$ cat src/hdl/qvr_pkg.sv
// Package for the quaternion vector rotator.
// Holds the quaternion register type, configuration register codes and pipeline enables.
// No dependencies.
package qvr_pkg;

    localparam int QW = 16;
    localparam int NSTAGE = 5;

    typedef enum logic [1:0] {
        REG_QUAT_W = 2'd0,
        REG_QUAT_X = 2'd1,
        REG_QUAT_Y = 2'd2,
        REG_QUAT_Z = 2'd3
    } t_cfg_reg;

    typedef struct packed {
        logic signed [QW-1:0] w;
        logic signed [QW-1:0] x;
        logic signed [QW-1:0] y;
        logic signed [QW-1:0] z;
    } t_quat;

    typedef struct packed {
        logic prod_en;
        logic mat_en;
        logic mul_en;
        logic acc_en;
        logic out_en;
    } t_pipe_ctl;

endpackage

$ cat src/hdl/qvr_lane.sv
// One output component: row-by-vector products, sum with rounding, saturation.
// Two pipeline stages; depends on qvr_pkg.
module qvr_lane #(
    parameter int VW = 16,
    parameter int QF = 14,
    parameter int MW = 34
) (
    input  logic                  i_clk,
    input  qvr_pkg::t_pipe_ctl    i_ctl,
    input  logic signed [VW-1:0]  i_vec [3],
    input  logic signed [MW-1:0]  i_row [3],
    output logic signed [VW-1:0]  o_res,
    output logic                  o_ovf
);
    import qvr_pkg::*;

    localparam int PW = VW + MW;
    localparam int SW = PW + 2;
    localparam int SH = 2 * QF;
    localparam int RW = SW - SH;
    localparam logic signed [SW-1:0] HALF = SW'(1) << (SH - 1);

    logic signed [PW-1:0] r_prod [3];
    logic signed [SW-1:0] r_acc;
    logic signed [SW-1:0] n_acc;
    logic        [RW-1:0] quo;
    logic        [RW-VW:0] top_bits;

    always_ff @(posedge i_clk) begin
        if (i_ctl.mul_en) begin
            for (int c = 0; c < 3; c++) begin
                r_prod[c] <= PW'(i_vec[c]) * PW'(i_row[c]);
            end
        end
    end

    assign n_acc = SW'(r_prod[0]) + SW'(r_prod[1]) + SW'(r_prod[2]) + HALF;

    always_ff @(posedge i_clk) begin
        if (i_ctl.acc_en) begin
            r_acc <= n_acc;
        end
    end

    assign quo      = r_acc[SW-1:SH];
    assign top_bits = quo[RW-1:VW-1];
    assign o_ovf    = !((&top_bits) || !(|top_bits));

    always_comb begin
        if (!o_ovf) begin
            o_res = quo[VW-1:0];
        end else if (quo[RW-1]) begin
            o_res = {1'b1, {(VW-1){1'b0}}};
        end else begin
            o_res = {1'b0, {(VW-1){1'b1}}};
        end
    end

endmodule

$ cat config.mk
export PLATFORM = sky130hd
export DESIGN_NAME = qvr_lane
export DESIGN_NICKNAME = d
export VERILOG_FILES = /design/src/hdl/qvr_pkg.sv /design/src/hdl/qvr_lane.sv
export SDC_FILE = /design/constraint.sdc
export NUM_CORES = 2
export LEC_CHECK = 0
export BUFFER_PORTS_ARGS = -buffer_cell sky130_fd_sc_hd__buf_2
export CORE_AREA = 2 2 316 318
export CTS_BUF_LIST = sky130_fd_sc_hd__clkbuf_4
export DETAILED_ROUTE_END_ITERATION = 8
export DIE_AREA = 0 0 318 320
export PLACE_DENSITY = 0.92
export SYNTH_ARGS = -nofsm -noshare
export SYNTH_HDL_FRONTEND = slang
export SYNTH_SLANG_ARGS = --single-unit
$ cat constraint.sdc
create_clock -name i_clk -period 7.64 [get_ports i_clk]
set_input_delay 0.382 -clock i_clk [delete_from_list [all_inputs] [get_ports i_clk]]
set_output_delay 0.382 -clock i_clk [all_outputs]
set_load 0.01 [all_outputs]
==> results.md <==
- Share of cells above drive strength 1: 3.93%
- GRT Max-Usage Layer: met2
- Cell Area, Synth: 0.0653 mm2
- Die Wd: approximately 320 um
- Via count of the routed design: 49184
- Final worst slack: between 0.5 and 0.6 ns
- Min Tclk post-route: 7.05 ns
- Final hold vios: 0
- Num rows: roughly 120
- Port Buffers: 169
- TritonCTS clock tree: done
- Post-synthesis async set-or-reset flop share: 0%
- DRC viols: 0
- Unrepaired setup endpoints after global routing: no
- Slew Limit Headroom: a little under a third
- # resized after CTS: 0
- Max cap viols: 0
- Total CTS buffers: 17
- Vias per cell: 5.95
- Worst-path fanout max: 26
- Core area: 0.0980 mm2
- Post-route insts no fill: 8264
- Biggest area consumer among synthesized cells: fa_1
- WP data arrival: 7.45 ns
- Clock tree sinks: 174
- First-pass GRT wire length: 282000 um
- DR WL/cell: between 20 and 25 um
- Max-slew violation count: 0
- Yosys top cell area share: 48.7%
- WP data required: 8.04 ns
- Syn_nets: 9220
- Slew @ Worst Pin: roughly 1.0 ns
- Worst stage delay on the critical path: 0.57 ns
- Top FF cell, synth: edfxtp_1
- Setup WS pre-CTS: 0.187 ns
- Clk buf depth: 2
- Hpwl dp: between 100000 and 150000 um
- Final setup fails: 0
- # fillers: around 6700
- Synth top area cells: fa_1 49%, inv_1 10%, ha_1 8.7%
- Final ANT Viol Nets: 0
- Most frequent cells in the layout: 1771 x inv_1, 1591 x fa_1, 979 x nand2_1
- Top-Level Pins: roughly 170
- Final period util: between 90 and 100%
- Die Y-Extent: 320 um
- Initial DRT Pass Iterations: 8
- Avg Cell Area, Syn: around 9.3 um2
- Commonest non-fill, non-tap cell in the layout: inv_1
- Initial antenna violation count: 7
- Met2 Resource Use GR: 58.0%
- Starting DRT DRC Count: 4462
- Netlist cell types: 78
- Vias in the first global route: 56218
- Setup TNS: 0 ns
- Nets: 9158
- Worst path slowest cell: fa_1
- Synthesis-stage register bit count: between 150 and 200
- All-Layer GR Usage: 35.1%
- Htree depth: 4
- Total wire length: about 170000 um
- Critical Path Source Type: input port
- Pin count of the biggest net entering global routing: 81
- Status: completed
- Worst Setup Path Type: in2reg
- CP cell instances: buf_2 -> nand2_1 -> fa_1 -> fa_1 -> inv_1 -> fa_1 -> inv_1 -> fa_1 -> inv_1 -> fa_1 -> fa_1 -> ha_1 -> a21o_1 -> a21oi_1 -> o21ai_1 -> o311ai_2 -> a31oi_1 -> o211a_1 -> a21bo_1 -> o21ai_1 -> o211ai_1 -> a2bb2oi_1
- CP Capture Type: register
- Clock Tree Root: clkbuf_4
- Clk Latency, worst-skew pair: roughly 0.64 ns
- YS warnings: 0
- Dpl cells: 8227
- Critical path's most frequent cell: fa_1
- M3 GR Usage: 8.87%
- Starting Density: 66.7%
- EDFF count, synth: 174
- Die ar.: between 0.1 and 0.15 mm2
- Register area share after synthesis: ~8%
- Overflow after GRT: 0
- Max frequency: between 100 and 150 MHz
- Tightest Hold Check Type: in2reg
- Synth Instances: 7021
- Hold buffer count at cts: 0
- Area added between synthesis and finish: 3.00%
- Clock-pin slew of the registers on the worst-case setup and hold paths: 0.14 ns
- Post CTS Setup Buffer Count: 0
- Gp weighted congestion: 0.950
- Met1 GRT Util: 42.7%
- Final core utilization: 68.7%
- Setup Skew: 0.0312 ns
-- synth_stat cells, types with 45 or more instances --
cell / n
nand2_1: 979
clkbuf_1: 280
a21o_1: 121
inv_1: 1771
ha_1: 452
xor2_1: 49
nor2_1: 162
fa_1: 1591
nand3_1: 45
and2_1: 661
o21ai_0: 76
xnor2_1: 129
edfxtp_1: 174
a21oi_1: 187
-- worst max-delay path: cells and delay by family --
kind | cells | cell delay [ns]
AOI/OAI and AO/OA | 10 | 2.63
and+or+nand+nor | 1 | 0.19
adders and majority gates | 7 | 3.48
buffers and inverters | 4 | 0.74
-- stage by stage --
stage	area, um2	hold slack (ns)
2_1_floorplan	65300	0.494
3_3_place_gp	67000	0.889
3_5_place_dp	67000	0.899
4_1_cts	67300	0.218
5_1_grt	67300	0.260
6_report	67300	0.261
-- routing by layer --
layer  vias to the layer above  routed length, um
li1                      20527                  -
met1                     24241              57200
met2                      3507              80300
met3                       905              21000
met4                         4              10500
met5                         -                 27
-- flip-flops by register name, indices dropped and copies added (netlist names) --
register and count:
r_acc 24, r_prod 150
-- kinds of logic after synthesis --
logic type | share of synthesized area, %
buf+inv | 11.9
fa+ha+maj | 57.4
simple gates | 14.5
compound gates | 5.86
xor+xnor | 2.39
flops | 8.00
-- path summary, 6_finish.rpt --
kind / slack (ns) / from / depth (start not counted) / end
worst max register to register: 3.50 / r_prod[0][14] / 13 / r_acc[45]
worst min register to register: 1.01 / r_prod[0][149] / 4 / r_acc[51]
worst min-delay path: 0.26 / i_ctl[1] / 1 / r_acc[39]
worst max-delay path: 0.59 / i_vec[33] / 22 / r_prod[0][48]
-- area by class of cell --
| type | instances | area [um2] | area share (%) |
|---|---|---|---|
| clock inverters | 13 | 126 | 0.188 |
| flip-flops and latches | 174 | 5230 | 7.76 |
| repair buffers | 209 | 1160 | 1.73 |
| clock buffers | 19 | 143 | 0.212 |
| inverters | 1772 | 6650 | 9.88 |
| well taps | 1287 | 1610 | 2.39 |
| diodes | 5 | 12.5 | 0.0186 |
| multi-input cells | 4785 | 52400 | 77.8 |
Power is not shown: default switching activity piles up to over one toggle a cycle in this logic, so the estimate is an artifact.
