$ cat src/hdl/qvr_pkg.sv
// Package for the quaternion vector rotator.
// Holds the quaternion register type, configuration register codes and pipeline enables.
// No dependencies.
package qvr_pkg;

    localparam int QW = 16;
    localparam int NSTAGE = 5;

    typedef enum logic [1:0] {
        REG_QUAT_W = 2'd0,
        REG_QUAT_X = 2'd1,
        REG_QUAT_Y = 2'd2,
        REG_QUAT_Z = 2'd3
    } t_cfg_reg;

    typedef struct packed {
        logic signed [QW-1:0] w;
        logic signed [QW-1:0] x;
        logic signed [QW-1:0] y;
        logic signed [QW-1:0] z;
    } t_quat;

    typedef struct packed {
        logic prod_en;
        logic mat_en;
        logic mul_en;
        logic acc_en;
        logic out_en;
    } t_pipe_ctl;

endpackage

$ cat src/hdl/qvr_merge.sv
// Output register: collects the three lane results and combines their overflow flags.
// Depends on qvr_pkg.
module qvr_merge #(
    parameter int VW = 16
) (
    input  logic                  i_clk,
    input  qvr_pkg::t_pipe_ctl    i_ctl,
    input  logic signed [VW-1:0]  i_res [3],
    input  logic [2:0]            i_ovf,
    output logic signed [VW-1:0]  o_rot [3],
    output logic                  o_ovf
);
    import qvr_pkg::*;

    logic signed [VW-1:0] r_rot [3];
    logic                 r_ovf;

    always_ff @(posedge i_clk) begin
        if (i_ctl.out_en) begin
            r_rot <= i_res;
            r_ovf <= |i_ovf;
        end
    end

    assign o_rot = r_rot;
    assign o_ovf = r_ovf;

endmodule

$ cat config.mk
export PLATFORM = sky130hd
export DESIGN_NAME = qvr_merge
export DESIGN_NICKNAME = d
export VERILOG_FILES = /design/src/hdl/qvr_pkg.sv /design/src/hdl/qvr_merge.sv
export SDC_FILE = /design/constraint.sdc
export NUM_CORES = 1
export LEC_CHECK = 0
export ABC_CLOCK_PERIOD_IN_PS = 800
export BUFFER_PORTS_ARGS = -buffer_cell sky130_fd_sc_hd__buf_2
export CORE_MARGIN = 4
export CORE_UTILIZATION = 37
export CTS_BUF_LIST = sky130_fd_sc_hd__clkbuf_8
export DETAILED_ROUTE_END_ITERATION = 6
export PLACE_DENSITY = 0.77
export SYNTH_ARGS = -nofsm -noshare
export SYNTH_HDL_FRONTEND = slang
export SYNTH_SLANG_ARGS = --single-unit
$ cat constraint.sdc
create_clock -name i_clk -period 0.8 [get_ports i_clk]
set_input_delay 0.16 -clock i_clk [delete_from_list [all_inputs] [get_ports i_clk]]
set_output_delay 0.16 -clock i_clk [all_outputs]
set_load 0.05 [all_outputs]
==> flow_summary.ini, run 1 <==
[placement]
gp_congestion = 0.689
place_inst = 201
numPortBuffers = 101

[final_layout]
drive_gt1_share_pct = 68.3
fill_cells = 268
diodes = 0
final_cell_mix = buf_2, edfxtp_1, buf_6
final_common_cell = buf_2
layout.nets = 217
area_delta_synth_final_pct = 69.2
final_cells = 209

[clock_tree]
cts.sinks = 49
path_clk_slew_ns = 0.09
htree_num_levels = 2
numCtsBuffers = 5
cts_tree = built
root_buffer = clkbuf_8
clock_path_buffers = 2

[floorplan]
die_h_um = 71.2
die_w_um = 71.2
core_um2 = 3770
io_pins = 106
fp-row-count = 22
start_util_pct = 39.2
dieArea_um2 = 5070

[critical_path]
required_ns = 0.64
crit_path_start = o_rot[15]
worst-path-buf-inv = 1
cp_max_fo = 1
critical_path_class = flop to output port
cp.arrival_ns = 0.90
endpoint_kind = output port
cpPeakStageDelay_ns = 0.42
critPathSlowestCell = edfxtp_1
cp_cell_sequence = buf_6
path_delay_family = flip-flops
cp-start-kind = flop

[power]
power.density_nw_per_um2 = 2470
ir_worst_vdd_mv = 1.61
leakagePower_nw = 1.05

[sta]
worst_pin_slew_ns = 0.183
rsz0062_at_grt = true
hold_violations = 0
tns_ns = -10.49
finalSetupViolations = 49
period_needed_ns = 1.06
hold_ws_ns = 0.0344
drv_slew = 0
max_slew_margin_pct = 87.8
timing.final.crit_share_pct = 132
layout_setup_ws_ns = -0.257
fmax_ghz = 0.946

[hold_path]
holdPathEnd = o_rot[33]
holdPathStages = 1
hp-class = input port to flop
min_from = i_res[33]

[drt]
vias = 923
vias_per_cell = 4.42
ant_nets = 0
detail_route.wl_per_cell_um = 17.2
drc_errors = 0
drtIter0Drc = 34
postRouteWirelength_um = 3600
drt_first_pass_iters = 4

[logic_synthesis]
yosys_warnings = 0
syn_avg_cell_area_um2 = 29.6
synth_seq_cells = 49
synth_nets = 107
ys_types = 2
ys_seq_area_share_pct = 99.6
syn_inst = 50
syn_area_um2 = 1480

[global_routing]
grt_max_degree = 34
grt.total_usage_pct = 14.7
overflow = 0
grt_pass1_vias = 1078
grt_antenna_before_repair = 0
grt_pass1_wl_um = 5350

[status]
outcome = finished with violations
violations = negative setup slack

[flow_run]
drv_cap = 0
==> cell type report <==
type | count | area (um2) | share of cell area [%]
multi-input cells | 1 | 6.26 | 0.250
well taps | 48 | 60.1 | 2.40
repair buffers | 103 | 852 | 34.1
clock buffers | 5 | 68.8 | 2.75
clock inverters | 3 | 41.3 | 1.65
flip-flops and latches | 49 | 1470 | 58.9
==> worst max-delay path by stage <==
| stage | to | slack, ns | cells after the start |
|---|---|---|---|
| 3_5_place_dp | o_ovf | -0.09 | 2 |
| 2_1_floorplan | o_ovf | 0.03 | 1 |
| 5_1_grt | o_rot[45] | -0.28 | 1 |
| 3_3_place_gp | o_ovf | -0.06 | 2 |
| 6_report | o_rot[15] | -0.26 | 1 |
| 4_1_cts | o_rot[45] | -0.26 | 1 |
==> flip-flops by register name, indices dropped and copies added (netlist names) <==
| register | cells |
|---|---|
| o_rot | 48 |
| o_ovf | 1 |
==> metrics by stage <==
| stage | instance area, um2 | setup WS [ns] | total power, mW | util (%) |
|---|---|---|---|---|
| 6_report | 2500 | -0.257 | 6.18 | 66.3 |
| 5_1_grt | 2500 | -0.283 | 6.41 | 66.3 |
| 4_1_cts | 2500 | -0.258 | 6.24 | 66.3 |
| 3_5_place_dp | 2080 | -0.0885 | 4.26 | 55.2 |
| 3_3_place_gp | 2080 | -0.0636 | 4.23 | 55.2 |
| 2_1_floorplan | 1480 | 0.0333 | 3.87 | - |
==> kinds of logic (layout without fill, tap and decap cells) <==
kind of cell | Yosys count | count (layout) | share of synthesized area (%)
DFF | 49 | 49 | 99.6
buffers and inverters | 0 | 111 | 0
and+or+nand+nor | 1 | 1 | 0.424
==> routing by layer <==
metal	GRT usage, %	vias to the layer above	part of all wire, %
met4	5.01	0	1.3
met2	26.2	69	55
met5	0	-	0
met3	9.66	6	16
met1	13.1	427	28
li1	-	421	-
==> report_power, final <==
part           internal, mW  leakage (nW)  switching, mW  total [mW]
clock                 0.920        0.0518          0.770        1.69
sequential             3.05         0.480         0.0979        3.15
combinational         0.469         0.521          0.868        1.34
total                  4.44          1.05           1.74        6.18
==> cells in the mapped netlist <==
library cell,number,area share (%)
or3_1,1,0.42
edfxtp_1,49,100
==> what timing repair did <==
| item | in CTS | in global routing |
|---|---|---|
| hold buffers | 0 | 0 |
| gates resized for setup | 98 | 0 |
| endpoints found under the setup margin | 49 | 49 |
| setup buffers | 0 | 0 |
| hold endpoints to repair | 0 | 0 |
No activity file was read; power rests on OpenSTA's default activity.
==> inputs of run 2 (changes only) <==
- BUFFER_PORTS_ARGS: -buffer_cell sky130_fd_sc_hd__buf_2 -> default
- CORE_UTILIZATION: 37 -> 50
- DONT_BUFFER_PORTS: default -> 1
- PLACE_DENSITY: 0.77 -> 0.68
==> flow_summary.ini, run 2 <==
[clock_tree]
root_buffer = clkbuf_8
htree_num_levels = 2
cts_hold_buf = 48
post-cts-setup-buffers = 0
numCtsBuffers = 5
clock_path_buffers = 2
cts.repair.resized = 0
cts.sinks = 49

[status]
outcome = aborted with a tool error
firstError = [ERROR DPL-0038] Utilization greater than 100%, impossible to legalize
lastStage = clock tree synthesis (4_1_cts)

[floorplan]
die_w_um = 62.4
io_pins = 106
start_util_pct = 53.1
die_h_um = 62.4
fp-row-count = 19

[logic_synthesis]
ys_seq_area_share_pct = 99.6
ys.flop_type = edfxtp_1
synth_edf_count = 49
syn_inst = 50
synth_area_leaders = edfxtp_1, or3_1
yosysMostFrequentCell = edfxtp_1
synthTopCellsByCount = edfxtp_1, or3_1
syn_avg_cell_area_um2 = 29.6
synth_top_cell_by_area = edfxtp_1
synth_seq_cells = 49
syn_area_um2 = 1480
ys_types = 2
async_flop_share_pct = 0
yosys.area.top_type_share_pct = 99.6
synth_nets = 107
yosys_warnings = 0

[placement]
gp_congestion = 0.661
numPortBuffers = 0
dp_hpwl_um = 2550
## run 2: cell counts after synthesis
Identical to the previous run, type by type.
## run 2: kinds of logic after synthesis
logic type,share of synthesized area [%]
flops,99.6
simple gates,0.424
## run 2: through the flow
step	area [um2]	hold slack (ns)	setup slack, ns	cells	util (%)
2_1_floorplan	1480	0.259	0.0333	50	-
3_3_place_gp	2500	0.259	0.0296	130	89.8
3_5_place_dp	2500	0.259	0.0120	130	89.8
==> inputs of run 3 (changes only) <==
- ABC_CLOCK_PERIOD_IN_PS: 800 -> 1050
- CORE_UTILIZATION: 50 -> 35
- CTS_BUF_LIST: sky130_fd_sc_hd__clkbuf_8 -> default
- PLACE_DENSITY: 0.68 -> default
- PLACE_DENSITY_LB_ADDON: default -> 0.15
- clock period: 0.8 -> 1.05 ns (I/O delays scaled with it)
==> flow_summary.ini, run 3 (synthesized netlist as in run 1, its figures left out) <==
[sta]
finalSetupViolations = 20
rsz0062_at_grt = true
worst_pin_slew_ns = 0.114
timing.final.crit_share_pct = 103
tns_ns = -0.233
max_slew_margin_pct = 92.4
drv_slew = 0
hold_violations = 0
layout_setup_ws_ns = -0.0319
period_needed_ns = 1.08
fmax_ghz = 0.924

[critical_path]
cpPeakStageDelay_ns = 0.41
cp.depth = 1
crit_path_start = o_rot[3]
cp-start-kind = flop
critPathSlowestCell = edfxtp_1
worstSetupEndpoint = o_rot[3]
cp.arrival_ns = 0.87
cp_cell_sequence = buf_6
worst-path-buf-inv = 1
critical_path_class = flop to output port
path_delay_family = flip-flops
required_ns = 0.84
endpoint_kind = output port
cp_max_fo = 1

[floorplan]
die_w_um = 73.0
core_um2 = 4030
start_util_pct = 36.7
die_h_um = 73.0
dieArea_um2 = 5330
fp-row-count = 23
io_pins = 106

[clock_tree]
root_buffer = clkbuf_8
htree_num_levels = 2
clock_path_buffers = 2
numCtsBuffers = 5
cts.sinks = 49
path_clk_slew_ns = 0.07
cts_tree = built

[final_layout]
layout.nets = 211
largest_register_ffs = 48
multi_input_area_um2 = 6.26
diodes = 0
drive_gt1_share_pct = 35.1
fin_area_um2 = 2650
utilization_pct = 65.7
final_cells = 204
final_cell_mix = edfxtp_1, buf_6, dlygate4sd3_1
fill_cells = 285
final-seq-area_um2 = 1470
area_delta_synth_final_pct = 79.3

[hold_path]
holdPathStages = 0
hp-class = input port to flop

[global_routing]
grt.total_usage_pct = 11.6
grt_max_degree = 50
grt_pass1_vias = 860
grt_pass1_wl_um = 4350
overflow = 0
grt_antenna_before_repair = 0

[drt]
detail_route.wl_per_cell_um = 16.4
drt_first_pass_iters = 4
drtIter0Drc = 34
vias_per_cell = 4.35
postRouteWirelength_um = 3340
drc_errors = 0
vias = 887
ant_nets = 0

[placement]
placed_area_um2 = 1910
numPortBuffers = 0
place_inst = 149
gp_congestion = 0.646

[status]
outcome = finished with violations
violations = negative setup slack

[power]
total_power_mw = 4.38
power.density_nw_per_um2 = 1650
leakagePower_nw = 1.02
ir_worst_vdd_mv = 1.04

[flow_run]
drv_cap = 0
[run 3: layout make-up]
| type | count | share of cell area [%] |
|---|---|---|
| clock buffer | 6 | 2.74 |
| tap | 50 | 2.36 |
| sequential | 49 | 55.6 |
| clock inverter | 1 | 0.142 |
| multi-input combinational | 1 | 0.236 |
| timing repair buffer | 97 | 39.0 |
[run 3: metal layers]
layer  wire length (um)  GRT usage [%]
met4                  8           4.92
met3                404           7.02
met2               1890           20.6
met1               1040           10.3
met5                  0              0
[run 3: power breakdown]
group          total [mW]  switching [mW]  internal, mW
sequential           2.40          0.0689          2.33
clock               0.976           0.527         0.449
combinational        1.01           0.618         0.394
[run 3: worst min path at each step]
stage              start        end  slack, ns
2_1_floorplan   i_res[0]   o_rot[0]       0.31
3_3_place_gp   i_res[30]  o_rot[30]       0.31
3_5_place_dp    i_res[0]   o_rot[0]       0.31
4_1_cts         i_res[4]   o_rot[4]     0.0003
5_1_grt         i_ctl[0]  o_rot[32]      0.003
6_report        i_ctl[0]  o_rot[39]       0.03
[run 3: repair_timing]
item                                    CTS  global route
buffers inserted                          0             0
endpoints found under the setup margin   49            49
pin swaps                                 0             0
resized for setup                        49             0
hold endpoints to repair                 24            24
cloned                                    0             0
hold buffers                             24            24
[run 3: stage by stage]
| stage | hold WS [ns] | worst slack, ns |
|---|---|---|
| after global routing | 0.00321 | -0.0799 |
| after global placement | 0.309 | 0.226 |
| after floorplan | 0.309 | 0.233 |
| after detailed placement | 0.309 | 0.212 |
| final | 0.0308 | -0.0319 |
| after CTS | 0.000312 | -0.0539 |
